[src/design/atlb_pkg.sv]
// ============================================================================
// atlb_pkg
// Shared types and command codes for the associative TLB with LRU eviction.
// ============================================================================
`default_nettype none

package atlb_pkg;

    // Command codes
    localparam logic [2:0] CMD_LOOKUP    = 3'd0;
    localparam logic [2:0] CMD_INSERT    = 3'd1;
    localparam logic [2:0] CMD_FLUSH_ALL = 3'd2;
    localparam logic [2:0] CMD_FLUSH_ONE = 3'd3;
    localparam logic [2:0] CMD_CLR_CNT   = 3'd4;

    // Input item
    typedef struct packed {
        logic [2:0]  cmd;
        logic [7:0]  virt_page;
        logic [7:0]  phys_frame_in;
        logic        dirty_in;
        logic [7:0]  perm_in;
        logic [31:0] now_tick;
    } tlb_req_t;

    // Result item
    typedef struct packed {
        logic        hit;
        logic [7:0]  phys_frame_out;
        logic        dirty_out;
        logic [7:0]  perm_out;
        logic [31:0] hit_total;
        logic [31:0] miss_total;
    } tlb_rsp_t;

    // One stored entry (valid bit kept apart in flip-flops)
    typedef struct packed {
        logic [7:0]  virt_page;
        logic [7:0]  phys_frame;
        logic        dirty;
        logic [7:0]  perm;
        logic [31:0] last_used;
    } tlb_line_t;

endpackage

`default_nettype wire

[src/design/atlb_mem.sv]
// ============================================================================
// atlb_mem
// Entry storage: one write port, one read port with registered read data.
// ============================================================================
`default_nettype none

module atlb_mem #(
    parameter int TLB_ENTRIES = 16
) (
    input  wire logic                             clk,
    input  wire logic                             wr_en,
    input  wire logic [$clog2(TLB_ENTRIES)-1:0]   wr_addr,
    input  wire atlb_pkg::tlb_line_t              wr_data,
    input  wire logic                             rd_en,
    input  wire logic [$clog2(TLB_ENTRIES)-1:0]   rd_addr,
    output atlb_pkg::tlb_line_t                   rd_data
);

    atlb_pkg::tlb_line_t mem [TLB_ENTRIES];
    atlb_pkg::tlb_line_t rd_data_reg;

    // write port
    always_ff @(posedge clk)
    begin
        if (wr_en)
        begin
            mem[wr_addr] <= wr_data;
        end
    end

    // read port
    always_ff @(posedge clk)
    begin
        if (rd_en)
        begin
            rd_data_reg <= mem[rd_addr];
        end
    end

    assign rd_data = rd_data_reg;

endmodule

`default_nettype wire

[src/design/atlb_scan.sv]
// ============================================================================
// atlb_scan
// Shared compare unit: one entry per beat, tracks first match, first free
// slot and least-recent victim over a full pass.
// ============================================================================
`default_nettype none

module atlb_scan #(
    parameter int TLB_ENTRIES = 16
) (
    input  wire logic                             clk,
    input  wire logic                             rst_n,
    input  wire logic                             clear,
    input  wire logic                             beat_vld,
    input  wire logic [$clog2(TLB_ENTRIES)-1:0]   beat_idx,
    input  wire logic                             beat_entry_vld,
    input  wire atlb_pkg::tlb_line_t              beat_entry,
    input  wire logic [7:0]                       page,
    output logic                                  page_hit,
    output logic                                  match_found,
    output logic [$clog2(TLB_ENTRIES)-1:0]        match_idx,
    output atlb_pkg::tlb_line_t                   match_entry,
    output logic                                  free_found,
    output logic [$clog2(TLB_ENTRIES)-1:0]        free_idx,
    output logic [$clog2(TLB_ENTRIES)-1:0]        victim_idx
);

    localparam int IDX_W = $clog2(TLB_ENTRIES);

    logic                  match_found_reg;
    logic [IDX_W-1:0]      match_idx_reg;
    atlb_pkg::tlb_line_t   match_entry_reg;
    logic                  free_found_reg;
    logic [IDX_W-1:0]      free_idx_reg;
    logic [IDX_W-1:0]      victim_idx_reg;
    logic [31:0]           victim_ts_reg;
    logic                  older;

    // page compare and timestamp compare for this beat
    assign page_hit = beat_vld && beat_entry_vld && (beat_entry.virt_page == page);
    assign older    = (beat_idx == '0) || (beat_entry.last_used < victim_ts_reg);

    // search flags
    always_ff @(posedge clk or negedge rst_n)
    begin
        if (!rst_n)
        begin
            match_found_reg <= 1'b0;
            free_found_reg  <= 1'b0;
        end
        else if (clear)
        begin
            match_found_reg <= 1'b0;
            free_found_reg  <= 1'b0;
        end
        else if (beat_vld)
        begin
            if (page_hit)
            begin
                match_found_reg <= 1'b1;
            end
            if (!beat_entry_vld)
            begin
                free_found_reg <= 1'b1;
            end
        end
    end

    // captured indexes and data; first match and first free slot win
    always_ff @(posedge clk)
    begin
        if (beat_vld && !clear)
        begin
            if (page_hit && !match_found_reg)
            begin
                match_idx_reg   <= beat_idx;
                match_entry_reg <= beat_entry;
            end
            if (!beat_entry_vld && !free_found_reg)
            begin
                free_idx_reg <= beat_idx;
            end
            // strict less-than keeps the lowest index on a tie
            if (older)
            begin
                victim_idx_reg <= beat_idx;
                victim_ts_reg  <= beat_entry.last_used;
            end
        end
    end

    assign match_found = match_found_reg;
    assign match_idx   = match_idx_reg;
    assign match_entry = match_entry_reg;
    assign free_found  = free_found_reg;
    assign free_idx    = free_idx_reg;
    assign victim_idx  = victim_idx_reg;

endmodule

`default_nettype wire

[src/design/assoc_tlb_lru.sv]
// ============================================================================
// assoc_tlb_lru
// Fully associative TLB with LRU replacement and hit/miss counters.
// ============================================================================
// Usage:
//   Raise start with a request item while busy is low; the item is taken at
//   that clock edge and busy rises on the next cycle. Exactly one result item
//   follows on result, marked by done for a single cycle; the receiver cannot
//   stall, so it must sample result whenever done is high.
//   Lookup, insert and flush-one make one pass over the entry memory, one
//   entry per cycle through the shared compare unit, then pass through a
//   drain state and a write-back state before done. Flush-all, counter
//   reset and unused codes skip the pass and go straight to write-back.
//   The memory read port (one entry a cycle) sets the pass length. A new
//   item may be started in the cycle done is high.
//   Reset clears all valid bits and both counters at once; entry fields
//   live in memory and never affect a result while their valid bit is low.
// ============================================================================
`default_nettype none

module assoc_tlb_lru #(
    parameter int TLB_ENTRIES = 16
) (
    input  wire logic                clk,
    input  wire logic                rst_n,
    input  wire logic                start,
    input  wire atlb_pkg::tlb_req_t  request,
    output logic                     busy,
    output logic                     done,
    output atlb_pkg::tlb_rsp_t       result
);

    localparam int IDX_W = $clog2(TLB_ENTRIES);
    localparam logic [IDX_W-1:0] LAST_IDX = IDX_W'(TLB_ENTRIES - 1);

    typedef enum logic [1:0] {
        ST_IDLE,
        ST_SCAN,
        ST_DRAIN,
        ST_WRITE
    } state_t;

    state_t                 state_reg;
    atlb_pkg::tlb_req_t     req_reg;
    logic [IDX_W-1:0]       rd_idx_reg;
    logic                   beat_vld_reg;
    logic [IDX_W-1:0]       beat_idx_reg;
    logic [TLB_ENTRIES-1:0] valid_reg;
    logic [31:0]            hit_cnt_reg;
    logic [31:0]            miss_cnt_reg;
    logic                   done_reg;
    atlb_pkg::tlb_rsp_t     result_reg;

    logic                   accept;
    logic                   needs_scan;
    logic                   rd_en;
    atlb_pkg::tlb_line_t    rd_data;
    logic                   wr_en;
    logic [IDX_W-1:0]       wr_addr;
    atlb_pkg::tlb_line_t    wr_data;
    logic                   page_hit;
    logic                   match_found;
    logic [IDX_W-1:0]       match_idx;
    atlb_pkg::tlb_line_t    match_entry;
    logic                   free_found;
    logic [IDX_W-1:0]       free_idx;
    logic [IDX_W-1:0]       victim_idx;
    logic                   is_lookup;
    logic                   is_insert;
    logic                   lookup_hit;
    logic [IDX_W-1:0]       ins_idx;

    assign accept     = start && (state_reg == ST_IDLE);
    assign busy       = (state_reg != ST_IDLE);
    assign needs_scan = (request.cmd == atlb_pkg::CMD_LOOKUP) ||
                        (request.cmd == atlb_pkg::CMD_INSERT) ||
                        (request.cmd == atlb_pkg::CMD_FLUSH_ONE);
    assign rd_en      = (state_reg == ST_SCAN);

    // command decode for the write-back cycle
    assign is_lookup  = (req_reg.cmd == atlb_pkg::CMD_LOOKUP);
    assign is_insert  = (req_reg.cmd == atlb_pkg::CMD_INSERT);
    assign lookup_hit = is_lookup && match_found;
    assign ins_idx    = match_found ? match_idx : (free_found ? free_idx : victim_idx);

    // write-back: refresh timestamp on a hit, or store the inserted entry
    always_comb
    begin
        wr_en   = 1'b0;
        wr_addr = ins_idx;
        wr_data = '{virt_page:  req_reg.virt_page,
                    phys_frame: req_reg.phys_frame_in,
                    dirty:      req_reg.dirty_in,
                    perm:       req_reg.perm_in,
                    last_used:  req_reg.now_tick};
        if (state_reg == ST_WRITE)
        begin
            if (is_insert)
            begin
                wr_en = 1'b1;
            end
            else if (lookup_hit)
            begin
                wr_en             = 1'b1;
                wr_addr           = match_idx;
                wr_data           = match_entry;
                wr_data.last_used = req_reg.now_tick;
            end
        end
    end

    atlb_mem #(
        .TLB_ENTRIES (TLB_ENTRIES)
    ) u_mem (
        .clk     (clk),
        .wr_en   (wr_en),
        .wr_addr (wr_addr),
        .wr_data (wr_data),
        .rd_en   (rd_en),
        .rd_addr (rd_idx_reg),
        .rd_data (rd_data)
    );

    atlb_scan #(
        .TLB_ENTRIES (TLB_ENTRIES)
    ) u_scan (
        .clk            (clk),
        .rst_n          (rst_n),
        .clear          (accept),
        .beat_vld       (beat_vld_reg),
        .beat_idx       (beat_idx_reg),
        .beat_entry_vld (valid_reg[beat_idx_reg]),
        .beat_entry     (rd_data),
        .page           (req_reg.virt_page),
        .page_hit       (page_hit),
        .match_found    (match_found),
        .match_idx      (match_idx),
        .match_entry    (match_entry),
        .free_found     (free_found),
        .free_idx       (free_idx),
        .victim_idx     (victim_idx)
    );

    // sequencer, valid bits, counters and result register
    always_ff @(posedge clk or negedge rst_n)
    begin
        if (!rst_n)
        begin
            state_reg    <= ST_IDLE;
            rd_idx_reg   <= '0;
            beat_vld_reg <= 1'b0;
            beat_idx_reg <= '0;
            valid_reg    <= '0;
            hit_cnt_reg  <= '0;
            miss_cnt_reg <= '0;
            done_reg     <= 1'b0;
        end
        else
        begin
            done_reg     <= 1'b0;
            beat_vld_reg <= rd_en;
            beat_idx_reg <= rd_idx_reg;

            // flush-one clears matches as the pass goes by
            if (page_hit && (req_reg.cmd == atlb_pkg::CMD_FLUSH_ONE))
            begin
                valid_reg[beat_idx_reg] <= 1'b0;
            end

            case (state_reg)
                ST_IDLE:
                begin
                    rd_idx_reg <= '0;
                    if (accept)
                    begin
                        state_reg <= needs_scan ? ST_SCAN : ST_WRITE;
                    end
                end
                ST_SCAN:
                begin
                    rd_idx_reg <= rd_idx_reg + 1'b1;
                    if (rd_idx_reg == LAST_IDX)
                    begin
                        state_reg <= ST_DRAIN;
                    end
                end
                ST_DRAIN:
                begin
                    state_reg <= ST_WRITE;
                end
                ST_WRITE:
                begin
                    state_reg <= ST_IDLE;
                    done_reg  <= 1'b1;
                    case (req_reg.cmd)
                        atlb_pkg::CMD_LOOKUP:
                        begin
                            if (match_found)
                            begin
                                hit_cnt_reg <= hit_cnt_reg + 32'd1;
                            end
                            else
                            begin
                                miss_cnt_reg <= miss_cnt_reg + 32'd1;
                            end
                        end
                        atlb_pkg::CMD_INSERT:
                        begin
                            valid_reg[ins_idx] <= 1'b1;
                        end
                        atlb_pkg::CMD_FLUSH_ALL:
                        begin
                            valid_reg <= '0;
                        end
                        atlb_pkg::CMD_CLR_CNT:
                        begin
                            hit_cnt_reg  <= '0;
                            miss_cnt_reg <= '0;
                        end
                        default:
                        begin
                        end
                    endcase
                end
                default:
                begin
                    state_reg <= ST_IDLE;
                end
            endcase
        end
    end

    // request capture
    always_ff @(posedge clk)
    begin
        if (accept)
        begin
            req_reg <= request;
        end
    end

    // result payload, counters as they stand after this item
    always_ff @(posedge clk)
    begin
        if (state_reg == ST_WRITE)
        begin
            result_reg.hit            <= lookup_hit;
            result_reg.phys_frame_out <= lookup_hit ? match_entry.phys_frame : 8'd0;
            result_reg.dirty_out      <= lookup_hit ? match_entry.dirty : 1'b0;
            result_reg.perm_out       <= lookup_hit ? match_entry.perm : 8'd0;
            if (req_reg.cmd == atlb_pkg::CMD_CLR_CNT)
            begin
                result_reg.hit_total  <= '0;
                result_reg.miss_total <= '0;
            end
            else
            begin
                result_reg.hit_total  <= hit_cnt_reg + {31'd0, lookup_hit};
                result_reg.miss_total <= miss_cnt_reg +
                                         {31'd0, is_lookup && !match_found};
            end
        end
    end

    assign done   = done_reg;
    assign result = result_reg;

endmodule

`default_nettype wire
[config.mk]
export PLATFORM = sky130hd
export DESIGN_NAME = assoc_tlb_lru
export DESIGN_NICKNAME = d
export VERILOG_FILES = /design/src/design/atlb_pkg.sv /design/src/design/atlb_mem.sv /design/src/design/atlb_scan.sv /design/src/design/assoc_tlb_lru.sv
export SDC_FILE = /design/constraint.sdc
export NUM_CORES = 1
export LEC_CHECK = 0
export ABC_AREA = 1
export BUFFER_PORTS_ARGS = -buffer_cell sky130_fd_sc_hd__buf_2
export CAP_MARGIN = 20
export CORE_ASPECT_RATIO = 0.7
export CORE_MARGIN = 2
export CORE_UTILIZATION = 30
export DETAILED_ROUTE_END_ITERATION = 10
export REMOVE_ABC_BUFFERS = 1
export SLEW_MARGIN = 30
export SYNTH_ARGS = -nofsm -noshare
export SYNTH_HDL_FRONTEND = slang
export SYNTH_SLANG_ARGS = --single-unit
[constraint.sdc]
create_clock -name clk -period 7.9 [get_ports clk]
set_input_delay 0.395 -clock clk [delete_from_list [all_inputs] [get_ports clk]]
set_output_delay 0.395 -clock clk [all_outputs]
set_load 0.1 [all_outputs]
Yosys cells after proc, flatten, opt, wreduce, memory -nomap -nowiden

Memory sizes are Yosys's and may differ from the RTL's. A register that Yosys moved wholly into a read port is not among the register bits.
Index checks and enable logic that the tools add are counted.

Memories kept: 1
Logic and storage cells: 133
Input bits: 63
Output and inout bits: 84
RAM bits: 912
Bits in registers: 305

Memory list:

| memory    | words | width | rd ports | clocked after Yosys merged registers in | wr ports | line           | text |
|---|---|---|---|---|---|---|---|
| u_mem.mem | 16    | 57    | 1        | 1                                       | 1        | atlb_mem.sv:19 | `atlb_pkg::tlb_line_t mem [TLB_ENTRIES];` |

Muxes and demuxes: 38
Eq/ne operators: 16
Reductions and logical operators: 35
$lt $le $gt $ge: 5
Add/sub/neg operators: 5
Bitwise logic cells: 3

Operator list:

| operator                                                                            | count |
|---|---|
| 57-bit 2-to-1 mux                                                                   | 3 |
| 32-bit one-hot mux with 2 select lines                                              | 2 |
| 32-bit by 1-bit adder with 32-bit output                                            | 2 |
| 32-bit by 1-bit adder with 32-bit output, second input constant                     | 2 |
| 32-bit 2-to-1 mux                                                                   | 2 |
| 32-bit < comparator                                                                 | 1 |
| 16-bit 2-to-1 mux                                                                   | 2 |
| 16-bit one-hot mux with 2 select lines                                              | 1 |
| 4-bit 2-to-1 mux                                                                    | 5 |
| 16-bit bitwise AND                                                                  | 1 |
| 16-bit inverter                                                                     | 1 |
| 16-bit bitwise OR                                                                   | 1 |
| 1-bit 2-to-1 mux                                                                    | 15 |
| 2-bit AND reduction                                                                 | 6 |
| 1-bit logical AND                                                                   | 11 |
| 4-bit by 5-bit < comparator with 1-bit output, second input constant                | 2 |
| 2-bit nonzero test                                                                  | 5 |
| 3-bit by 2-bit equality test with 1-bit output, second input constant               | 3 |
| 1-bit demux with 4-bit select                                                       | 2 |
| 8-bit equality test                                                                 | 1 |
| 4-bit by 1-bit greater-or-equal comparator with 1-bit output, second input constant | 2 |
| 2-bit by 1-bit inequality test with 1-bit output, second input constant             | 4 |
| 2-bit one-hot mux with 4 select lines                                               | 1 |
| 4-bit one-hot mux with 2 select lines                                               | 1 |
| 15 further kinds                                                                    | 26 |

Logic depth before layout (Yosys ltp)

Gate-level depths: netlist of the first run.

Depth in word-level cells: 10
Depth in mapped cells: 17
Mapped depth without buffers: 16

By module

Synthesis of the first run repeated with hierarchy kept, for this count alone.

Cells, all modules: 5,322
Area, all modules: 56,371.6 µm²

By module, submodules not included:

| module        | times used | area each (µm²) | cells an instance | sequential area each (µm²) |
|---|---|---|---|---|
| atlb_mem      | 1          | 40,958.0        | 3,753             | 29,097.9 |
| assoc_tlb_lru | 1          | 11,342.1        | 1,300             | 6,566.3 |
| atlb_scan     | 1          | 4,071.4         | 269               | 3,083.0 |

Worst setup path before layout of the first run

OpenSTA, ideal clock, no wires.

Kind: reg2reg
Start: reg state_reg[1]
End: mem u_mem.mem[5][0] in the netlist's numbering, enable pin
Setup time: 0.472 ns
Arrival: 5.907 ns
Required time: 7.428 ns
Slack: 1.521 ns
Path buffers: 0
Cell stages (with the launch flop): 8
Clock period less this slack: 6.379 ns
Path through: dfrtp_1 > ha_1 > inv_2 > nor2_2 > inv_2 > nand2_1 > nand3_1 > nor2_1

Word-level cells in the longest chain between the ends: 4
Elaborated cells on any way between the ends: 5
Classes of those cells: 1 x eq/ne; 4 x mux

RTL lines:

| item                                   | line                 | text |
|---|---|---|
| start: declaration                     | assoc_tlb_lru.sv:43  | `state_t state_reg;` |
| start signal: assignment               | assoc_tlb_lru.sv:176 | `state_reg <= needs_scan ? ST_SCAN : ST_WRITE;` |
| 2-bit equality test *                  | assoc_tlb_lru.sv:96  | `if (state_reg == ST_WRITE)` |
| 1-bit 2-to-1 mux                       | assoc_tlb_lru.sv:96  |  |
| 1-bit 2-to-1 mux                       | atlb_mem.sv:25       | `if (wr_en)` |
| 1-bit 2-to-1 mux (not written as such) | atlb_mem.sv:27       | `mem[wr_addr] <= wr_data;` |
| end: declaration                       | atlb_mem.sv:19       |  |

Every way passes the cells marked *; elsewhere a longest branch is shown, timed or not.

Final worst setup path of the first run

Start: reg state_reg[0]
End: mem u_mem.mem[5][45] in the netlist's numbering, enable pin

Same word-level chain as after synthesis.

==> impl_metrics.ini, run 1 <==
[run_status]
status = complete, no violations

[timing]
maxClockFrequency_mhz = 232
min_period_over_period_pct = 54.6
rsz0062_at_grt = no
setup-violations-final = 0
postLayoutSetupSlackWorst_ns = 3.59
max_slew.worst_pin.slew_ns = 1.11
hold_viol = 0
slew_headroom_pct = 26.1
worst_clock_skew_ns = 0.0744
fin_crit_ns = 4.31
slew_viol_final = 0
fin_tns_setup_ns = 0

[clock_tree]
h-tree-depth = 3
cts_buffer_depth = 3
cts_resized = 0
clk_pin_slew_ns = 0.06
numCtsBuffers = 117
clock-sinks = 1274
ctsRootBufferMaster = clkbuf_16
clkLatencyLatePin_ns = 0.79
cts_tree = yes

[synth]
ys.flop_type = edfxtp_1
synth-simple-area-share_pct = 11.6
ys_types = 48
synth.area.mux_share_pct = 0.0196
synth-edff-count = 1180
synthTopCellsByCount = 1180 x edfxtp_1, 697 x nand2_1, 396 x o21ai_0, 394 x nor2_1, 262 x a21oi_1
syn_avg_cell_area_sq_um = 12.6
seq_area_frac_synth_pct = 74.1
yosys_warnings = 0
synth-xor-area-share_pct = 0.223
synth_most_common_cell = edfxtp_1
synth_compound_area_share_pct = 9.79
yosysTopAreaCell = edfxtp_1
syn_area_sq_um = 51000
synth_cells = 4042
yosys_register_bits = 1274
synth_fa_ha_area_share_pct = 1.05
synth_area_leaders = edfxtp_1 69%, nand2_1 5.1%, dfrtp_1 4.6%
synth_top_area_share_pct = 69.4
synth_top_family_by_area = simple AND/OR/NAND/NOR gates
async_reset_ff_share_pct = 7.38

[worst_setup_path]
slowest_delay_ns = 0.89
crit_buf_inv = 3
endpoint_kind = register
crit_required_ns = 8.26
worstPathArrival_ns = 4.67
start_kind = register
crit_slowest_cell = nor2_4
cp_max_fo = 35
crit_chain = ha_4, inv_2, nor2_2, inv_1, nand2_1, nand3_1, nor2_4, buf_4
crit_type = register to register
cp_top_family = simple AND/OR/NAND/NOR gates

[floorplanning]
fp.dieH_um = 349
dieArea_sq_um = 173000
die_w_um = 497
floorplan.initialDensity_pct = 30.2
rows = 126
core_sq_um = 169000
io_pins = 147

[global_routing]
grt_pass1_wl_um = 205000
grt_pass1_vias = 31400
gr-usage-all-layers_pct = 15.5
grt_max_degree = 208
grt.overflow.total = 0
antenna_found_initial = 7

[pwr]
power_density_nw_per_um2 = 324
power.leakage_nw = 20.4
power_mw = 19.2
ir_worst_vdd_uv = 256

[layout]
layout.nets = 4357
final_cells = 6596
syn_to_final_growth_pct = 16.4
largest_register_ff_count = 912
post-route-util_pct = 35.2
drive_gt1_share_pct = 10.9

[drt]
drtPass1Iterations = 6
via_count = 33100
ant_nets = 0
wl_um = 137000
first_iter_violations = 3846
vias_per_cell = 5.02
drc_errors = 0
wl_per_cell_um = 20.8

[worst_hold_path]
hold_path_class = input pin to register

[placed_design]
dp_cells = 6309
io_buffer_count = 146
dp_hpwl_um = 80300
place_worst_setup_slack_ns = 3.51
globalplace.congestion = 0.894

[run]
maxCapViolations = 0
[report_power, final]
part | internal (mW) | switching, mW | total (mW)
Sequential | 8.30 | 0.525 | 8.82
Combinational | 1.02 | 3.46 | 4.48
Clock | 3.31 | 2.62 | 5.93
[area by class of cell]
| class | count | area (sq um) |
|---|---|---|
| tap | 2240 | 2800 |
| inverter | 233 | 888 |
| fill | 16300 | 109000 |
| clock inverter | 82 | 1000 |
| multi-input combinational | 2340 | 11800 |
| sequential | 1274 | 37800 |
| timing repair buffer | 285 | 2090 |
| clock buffer | 140 | 3010 |
| antenna | 2 | 5.00 |
[timing repair]
item / 4_1_cts / 5_1_grt
hold buffers: 61 / 0
endpoints found under the setup margin: 0 / 0
hold endpoints to repair: 107 / 0
setup buffers: 0 / 0
[tightest hold or removal path: cells and delay by family]
family / cells / cell delay (ns)
AND/OR/NAND/NOR: 1 / 0.09
buffers and inverters: 1 / 0.12
AO/OA/AOI/OAI: 2 / 0.24
[cells by family (layout without fill, tap and decap cells)]
| kind of cell | count (synthesis) | in the layout |
|---|---|---|
| simple gates | 1407 | 1407 |
| mux | 1 | 1 |
| flops | 1274 | 1274 |
| compound gates | 876 | 876 |
| xor+xnor | 13 | 13 |
| other cells | 0 | 2 |
| buf+inv | 428 | 740 |
| fa+ha+maj | 43 | 43 |
[worst paths after layout]
check / to / cells after the start / slack, ns / from
max in group asynchronous: rd_idx_reg[0] / 3 / 6.42 / rst_n
setup reg to reg: u_mem.mem[5][45] / 8 / 3.59 / state_reg[0]
setup / recovery: u_mem.mem[5][45] / 8 / 3.59 / state_reg[0]
hold reg to reg: u_scan.match_entry[45] / 0 / 0.43 / u_mem.rd_data[45]
hold / removal: state_reg[1] / 4 / 0.18 / start
min in group asynchronous: hit_cnt_reg[29] / 2 / 0.25 / rst_n
[placed cells by master, fill, tap and decap left out, types with 7 or more instances in the layout]
master         instances
ha_1                  41
nand4_1               84
a21oi_1              261
dfrtp_1               90
buf_2                145
nor2_2                 9
buf_4                 68
clkinv_1              32
xor2_1                 9
nand2_1              695
bufinv_16             17
inv_1                215
nor2_1               378
o22ai_1               72
nand3_1              123
nor3_2                 8
o21a_1                10
edfxtp_1            1180
o221ai_1              43
inv_2                 12
nor2_4                21
clkinv_2              17
dlygate4sd3_1         61
nor3_1                56
nor4_1                 8
o21ai_0              392
buf_16                 7
clkbuf_1              23
a221oi_1              72
clkbuf_16            117
[routing by layer]
layer	GRT usage, %	wire length, um	vias up
met3	3.46	11800	187
met4	3.56	2760	0
li1	-	-	15200
met5	0	0	-
met1	23.1	64000	16400
met2	22.8	58900	1388
[metrics by stage]
step | instance area (sq um) | hold slack [ns]
after global routing | 59400 | 0.152
final | 59400 | 0.176
after CTS | 59300 | 0.115
after global placement | 54500 | 0.403
after detailed placement | 54700 | 0.411
after floorplan | 50200 | 0.0994
(Power assumes the default switching activity.)
==> run 2: changes to the inputs <==
==> constraint.sdc (replaced) <==
create_clock -name clk -period 3.9 [get_ports clk]
set_input_delay 0.195 -clock clk [delete_from_list [all_inputs] [get_ports clk]]
set_output_delay 0.195 -clock clk [all_outputs]
set_load 0.1 [all_outputs]
==> run 2 against run 1 <==
Compared with the run above:
- worst hold slack worse by 0.11 ns
- utilization rose by 0.17 points
- critical path depth increased by 1
- highest routed layer unchanged
- critical path type unchanged
- largest cell class unchanged
==> impl_metrics.ini, run 2 (same netlist as run 1, synthesis figures left out) <==
[placed_design]
dp_hpwl_um = 79200
io_buffer_count = 146
place_worst_setup_slack_ns = 0.835
globalplace.congestion = 0.927
placed_area_sq_um = 55100

[clock_tree]
h-tree-depth = 3
cts_resized = 0
clk_pin_slew_ns = 0.06
cts_tree = yes
numCtsBuffers = 116
cts_buffer_depth = 3
clock-sinks = 1274
clkLatencyLatePin_ns = 0.79
ctsRootBufferMaster = clkbuf_16

[drt]
first_iter_violations = 4113
drc_errors = 0
wl_um = 139000
via_count = 33100
vias_per_cell = 5.01
ant_nets = 0
wl_per_cell_um = 21.1
drtPass1Iterations = 5

[worst_setup_path]
worstPathArrival_ns = 3.46
crit_type = register to register
cp_max_fo = 50
crit_required_ns = 4.29
start_kind = register
endpoint_kind = register

[global_routing]
grt_pass1_wl_um = 206000
grt.overflow.total = 0
grt_pass1_vias = 31300
grt_max_degree = 162
antenna_found_initial = 2
gr-usage-all-layers_pct = 15.7

[timing]
min_period_over_period_pct = 78.7
hold_viol = 0
fin_crit_ns = 3.07
maxClockFrequency_mhz = 326
max_slew.worst_pin.slew_ns = 0.976
slew_headroom_pct = 34.7
setup-violations-final = 0
slew_viol_final = 0
postLayoutSetupSlackWorst_ns = 0.829
worst_clock_skew_ns = 0.0807
rsz0062_at_grt = no

[layout]
final_cell_mix = 1180 x edfxtp_1, 695 x nand2_1, 395 x o21ai_0, 378 x nor2_1, 261 x a21oi_1
fillerInstances = 16200
syn_to_final_growth_pct = 17.0
largest_register_ff_count = 912
design_area_sq_um = 59700
drive_gt1_share_pct = 11.3
final_common_cell = edfxtp_1
layout.nets = 4375

[worst_hold_path]
hold_path_class = input pin to async pin

[pwr]
ir_worst_vdd_uv = 466
power.leakage_nw = 20.5
power_density_nw_per_um2 = 650

[floorplanning]
die_w_um = 497
core_sq_um = 169000
floorplan.initialDensity_pct = 30.2
rows = 126
io_pins = 147
dieArea_sq_um = 173000
fp.dieH_um = 349

[run_status]
status = complete, no violations

[run]
maxCapViolations = 0
run 2: cell count changes in the layout (fill, tap and decap cells not counted), sizes merged:
cell | before | now
buf | 224 | 242
bufinv | 17 | 16
clkinvlp | 5 | 8
clkinv | 57 | 56
inv | 236 | 234
dlygate4sd3 | 61 | 62
clkbuf | 140 | 138
run 2: area by class of cell:
type	count	area, sq um	area share [%]
sequential	1274	37800	63.3
tap	2240	2800	4.70
clock inverter	81	970	1.63
clock buffer	138	3010	5.04
timing repair buffer	304	2430	4.08
antenna	2	5.00	0.00839
multi-input combinational	2340	11800	19.7
inverter	233	891	1.49
run 2: per-layer routing:
| layer | track usage (%) | part of all wire (%) |
|---|---|---|
| met5 | 0 | 0 |
| met1 | 23.7 | 46 |
| met3 | 3.66 | 9.7 |
| met4 | 3.48 | 2.0 |
| met2 | 22.7 | 42 |
run 2: repair_timing:
item	CTS	global route
hold buffers	62	0
buffers inserted	0	0
hold endpoints to repair	111	0
setup endpoints to repair	0	0
run 2: worst paths after layout:
check	start	endpoint	slack (ns)	cells after the start
setup reg to reg	req_reg[57]	u_mem.mem[7][17]	0.83	9
hold / removal	rst_n	hit_cnt_reg[30]	0.07	2
max in group asynchronous	rst_n	rd_idx_reg[1]	2.87	3
setup / recovery	req_reg[57]	u_mem.mem[7][17]	0.83	9
hold reg to reg	u_mem.rd_data[48]	u_scan.match_entry[48]	0.38	0
min in group clk	request[34]	req_reg[34]	0.11	2
run 2: power by group:
| group | internal [mW] | switching [mW] |
|---|---|---|
| sequential | 16.8 | 0.848 |
| clock | 6.62 | 5.27 |
| combinational | 2.16 | 7.12 |
| total | 25.6 | 13.2 |
run 2: worst max-delay path, cell delays in order, from the launching register on:
cell and delay, ns:
edfxtp_1 0.45, nor2_4 0.24, nand3_2 0.16, nor2_2 0.11
buf_4 0.23, inv_1 0.08, nand2_1 0.18, nand3_1 0.34
nor2_4 0.45, buf_12 0.42
run 2: per-stage QoR:
| stage | hold slack (ns) | cells | TNS (ns) | util, % | total power [mW] |
|---|---|---|---|---|---|
| floorplan | -0.101 | 3847 | -3608.19 | - | 23.0 |
| global placement | 0.312 | 6329 | 0 | 32.6 | 27.0 |
| detailed placement | 0.309 | 6329 | 0 | 32.6 | 27.1 |
| CTS | 0.0421 | 6610 | 0 | 35.4 | 39.1 |
| global route | 0.0751 | 6611 | 0 | 35.4 | 40.6 |
| finish | 0.0664 | 6612 | 0 | 35.4 | 38.8 |
